**src/bkb_pkg.sv**
```systemverilog
package bkb_pkg;

  localparam int KEY_W    = 37;
  localparam int DATA_W   = 16;
  localparam int CNT_W    = 7;
  localparam int OP_W     = 2;
  localparam int STATUS_W = 2;

  localparam int DEFAULT_TABLE_DEPTH = 64;
  localparam logic [CNT_W-1:0] CAPACITY_RESET = 7'd64;

  typedef enum logic [OP_W-1:0] {
    OP_INSERT = 2'd0,
    OP_QUERY  = 2'd1,
    OP_POP    = 2'd2,
    OP_REMOVE = 2'd3
  } op_t;

  typedef enum logic [STATUS_W-1:0] {
    STAT_OK   = 2'd0,
    STAT_FULL = 2'd1,
    STAT_MISS = 2'd2
  } status_t;

  typedef enum logic [1:0] {
    S_IDLE,
    S_SCAN,
    S_RESULT
  } state_t;

  typedef struct packed {
    logic [KEY_W-1:0]  key;
    logic [DATA_W-1:0] data;
  } entry_t;

  // Search token that walks down the chain, one cell per cycle.
  typedef struct packed {
    logic   active;
    logic   found;
    entry_t hit;
  } token_t;

  // Broadcast controls from the sequencer to every cell.
  typedef struct packed {
    op_t              op;
    logic [KEY_W-1:0] key;
    logic [CNT_W-1:0] fill;
    logic             ins_we;
    entry_t           ins;
  } cell_ctl_t;

endpackage

```
**src/bkb_cell.sv**
```systemverilog
module bkb_cell #(
  parameter int INDEX = 0
) (
  input  logic               clk,
  input  logic               rst_n,
  input  bkb_pkg::cell_ctl_t ctl_i,
  input  bkb_pkg::token_t    tok_i,
  output bkb_pkg::token_t    tok_o,
  input  bkb_pkg::entry_t    next_i,
  output bkb_pkg::entry_t    entry_o
);
  import bkb_pkg::*;

  entry_t entry_r;
  entry_t entry_nxt;
  token_t tok_r;
  token_t tok_nxt;
  logic   slot_valid;
  logic   slot_last;
  logic   slot_more;
  logic   slot_tail;
  logic   hit;

  assign slot_valid = INDEX < int'(ctl_i.fill);
  assign slot_last  = (INDEX + 1) == int'(ctl_i.fill);
  assign slot_more  = (INDEX + 1) < int'(ctl_i.fill);
  assign slot_tail  = INDEX == int'(ctl_i.fill);

  always_comb begin
    unique case (ctl_i.op)
      OP_QUERY, OP_REMOVE: hit = slot_valid && (entry_r.key == ctl_i.key);
      OP_POP:              hit = slot_last;
      default:             hit = 1'b0;
    endcase
  end

  // The first matching cell captures its record into the token; later
  // cells pass it along untouched.
  always_comb begin
    tok_nxt = tok_i;
    if (!tok_i.found) begin
      tok_nxt.found = tok_i.active && hit;
      tok_nxt.hit   = (tok_i.active && hit) ? entry_r : '0;
    end
  end

  // Behind a found token in a keyed removal each cell takes its upper
  // neighbor's record, which closes the gap one slot per cycle.
  always_comb begin
    entry_nxt = entry_r;
    if (ctl_i.ins_we && slot_tail) begin
      entry_nxt = ctl_i.ins;
    end else if (tok_r.active && tok_r.found && (ctl_i.op == OP_REMOVE) && slot_more) begin
      entry_nxt = next_i;
    end
  end

  always_ff @(posedge clk) begin
    entry_r <= entry_nxt;
  end

  always_ff @(posedge clk) begin
    if (!rst_n) begin
      tok_r.active <= 1'b0;
    end else begin
      tok_r.active <= tok_nxt.active;
    end
    tok_r.found <= tok_nxt.found;
    tok_r.hit   <= tok_nxt.hit;
  end

  assign tok_o   = tok_r;
  assign entry_o = entry_r;

endmodule

```
**config.mk**
```make
export PLATFORM = sky130hd
export DESIGN_NAME = bkb_cell
export DESIGN_NICKNAME = d
export VERILOG_FILES = /design/src/bkb_pkg.sv /design/src/bkb_cell.sv
export SDC_FILE = /design/constraint.sdc
export NUM_CORES = 1
export LEC_CHECK = 0
export BUFFER_PORTS_ARGS = -buffer_cell sky130_fd_sc_hd__buf_2
export CORE_MARGIN = 10
export CORE_UTILIZATION = 45
export DETAILED_ROUTE_END_ITERATION = 8
export GPL_TIMING_DRIVEN = 0
export PLACE_DENSITY_LB_ADDON = 0.3
export SETUP_SLACK_MARGIN = 0.1
export SLEW_MARGIN = 15
export SYNTH_ARGS = -nofsm -noshare
export SYNTH_HDL_FRONTEND = slang
export SYNTH_SLANG_ARGS = --single-unit
export TNS_END_PERCENT = 20
```
**constraint.sdc**
```tcl
create_clock -name clk -period 9.5 [get_ports clk]
set_input_delay 0.95 -clock clk [delete_from_list [all_inputs] [get_ports clk]]
set_output_delay 0.95 -clock clk [all_outputs]
set_load 0.05 [all_outputs]
```
==> results.md <==
- Worst Reg2Reg Path Length in Cells: 6
- Post-route DRC: 0
- Flop2flop setup slack: 7.05 ns
- Final cell count without fillers: 873
- # nets final: 940
- Cell variety after synth: 21
- Post-route ant nets: 0
- Final period util: 0.3633
- Synth area leader: edfxtp_1
- Max cap viols: 0
- Required time worst endpoint: between 9 and 10 ns
- Detailed-router iteration count before antenna repair: 4
- Util after Layout: 0.6536
- Ports: around 320
- Finished layout cell area: around 0.0067 mm2
- Rows: 37
- Die area: roughly 0.015 mm2
- Fin. Hold Viols: 0
- Die height: roughly 120 um
- Maximum clock path buffer count: 2
- Main area contributors after synthesis: edfxtp_1 33%, dfxtp_1 23%, mux2_2 13%
- Largest net degree at the start of global routing: 25
- CP max stage cell: or4_4
- Worst-margin pin slew: between 0.8 and 0.9 ns
- Main synth FF type: dfxtp_1
- Worst hold margin: 0.5243 ns
- RSZ-0062 raised after global routing: no
- Vias in the first global route: ~4500
- Cts hold-fix bufs: 0
- Power Density: around 140 mW/mm2
- Min cycle time layout: 3.451 ns
- Dpl hpwl: 14530 um
- PostCTS Resize Cnt: 0
- Placed cell area: between 0.006 and 0.007 mm2
- Syn Nets: just over 600
- VDD IR-drop max: just under 0.07 mV
- Gr usage total: 0.2176
- Post-Route WL: around 17000 um
- Skew-Pair Late Insertion Delay: ~0.36 ns
- Mapped cell area: ~0.0048 mm2
- FF+latch count, synth: around 110
- Post-CTS setup buffer count: 0
- Clock-pin slew on the worst setup and hold paths: around 0.1 ns
- Critical path type: input pin to flip-flop
- Status: completed
- Relative slew slack: 0.4394
- Final worst slack: a little over 6 ns
- Crit. End Element: flip-flop
- Via/cell ratio: ~4.7
- Leakage: 3.267 nW
- Drt wl/cell: a little under 20 um
- Clk sinks: roughly 110
- Fin. max-slew vios: 0
- Port-buffer cells: between 300 and 400
- CP arrival: roughly 3.5 ns
- Total negative setup slack: 0 ns
- First-pass GRT wire length: around 25000 um
- Critical Path Fanout Max: 24
- Fin Clk Skew: around 0.011 ns
- Crit path largest cell delay: 0.54 ns
- Ys Warns: 0
- Die X: between 100 and 150 um
- Tot Pwr: 0.9439 mW
- CTS tree: done
- Max Freq: 289.8 MHz
- Syn Area/Cell: about 12 um2
- Placer Congestion: 0.9050
- Core area: 0.01032 mm2
- Commonest cells after routing, fill and taps aside: 317 x buf_2, 56 x nand2_1, 55 x dfxtp_1, 54 x inv_1
- # setup viols final: 0
- Number of enable flip-flop cells after synthesis: between 50 and 60
- Synth top area share: 0.3342
- Via count: 4131
- Hold Path Stages: 2
- Antenna violations before repair: 3
- Layout area overhead: 41.70%
- Setup slack at placement: around 5.7 ns
- Num CTS Buffers: 9
- Cells after Synth: 400
- Ys async rst share: 0
- Post-placement cell count: ~860
- Startpoint type of the worst setup path: input pin
- Initial Util: 0.4613
- Most common cell after layout, fill and taps aside: buf_2
- Crit-path cells: buf_2 -> or4_4 -> nor4_1 -> nand2_1 -> clkbuf_1 -> o21ai_4 -> buf_16 -> buf_12
- Min-Delay Path Class: flip-flop to flip-flop
- Layout cells sized above 1: 0.6041
- Register area share after synthesis: 0.5654
- Initial drt markers: 216
- Overflow after GRT: 0
- H-tree levels: 3
- Clock root cell: clkbuf_8
[cell type report]
| type | instances | area [um2] |
|---|---|---|
| repair buffers | 319 | 1634 |
| multi-input cells | 222 | 1780 |
| clock buffers | 14 | 152.6 |
| plain buffers | 16 | 97.59 |
| flip-flops and latches | 108 | 2693 |
| well taps | 136 | 170.2 |
| diodes | 2 | 5.005 |
| fillers | 850 | 3576 |
| inverters | 54 | 202.7 |
| clock inverters | 2 | 12.51 |
[Yosys cell counts, types with 2 or more instances]
master	number
buf_6	5
clkbuf_1	11
dfxtp_1	55
edfxtp_1	53
inv_1	54
mux2_2	53
nand2_1	56
nand4_1	9
nor3_1	2
nor4_1	3
o21ai_0	4
o21ai_2	50
xnor2_1	37
[registers in the layout, summed over array words and instances (netlist names)]
| register | flops |
|---|---|
| entry_o | 53 |
| tok_o | 55 |
[path summary, 6_finish.rpt]
path	start	endpoint
worst max register to register	entry_o[21]	tok_o[43]
worst max-delay path	ctl_i[58]	entry_o[18]
worst min-delay path	entry_o[6]	tok_o[6]
worst min register to register	entry_o[6]	tok_o[6]
[cell families after synthesis]
family | count (synthesis) | share of synthesized area
flops | 108 | 0.5654
compound gates | 56 | 0.1043
buf+inv | 70 | 0.06306
xor+xnor | 37 | 0.06805
simple gates | 76 | 0.07383
mux | 53 | 0.1253
[worst max-delay path, delay by kind of cell]
| family | cells | cell delay (ns) |
|---|---|---|
| AO/OA/AOI/OAI | 1 | 0.26 |
| AND/OR/NAND/NOR | 3 | 1.34 |
| buffers and inverters | 4 | 0.94 |
[power breakdown]
group	internal, mW	total (mW)	switching, mW
logic	0.0687	0.181	0.112
registers	0.506	0.512	0.00590
clock network	0.103	0.251	0.148
[per-layer routing]
metal	part of all wire	global-route usage	routed length [um]
met5	0.00076	0	13
met4	0.024	0.08689	405
met3	0.10	0.07713	1766
met2	0.51	0.3862	8823
met1	0.36	0.2304	6207
(Power assumes the default switching activity.)
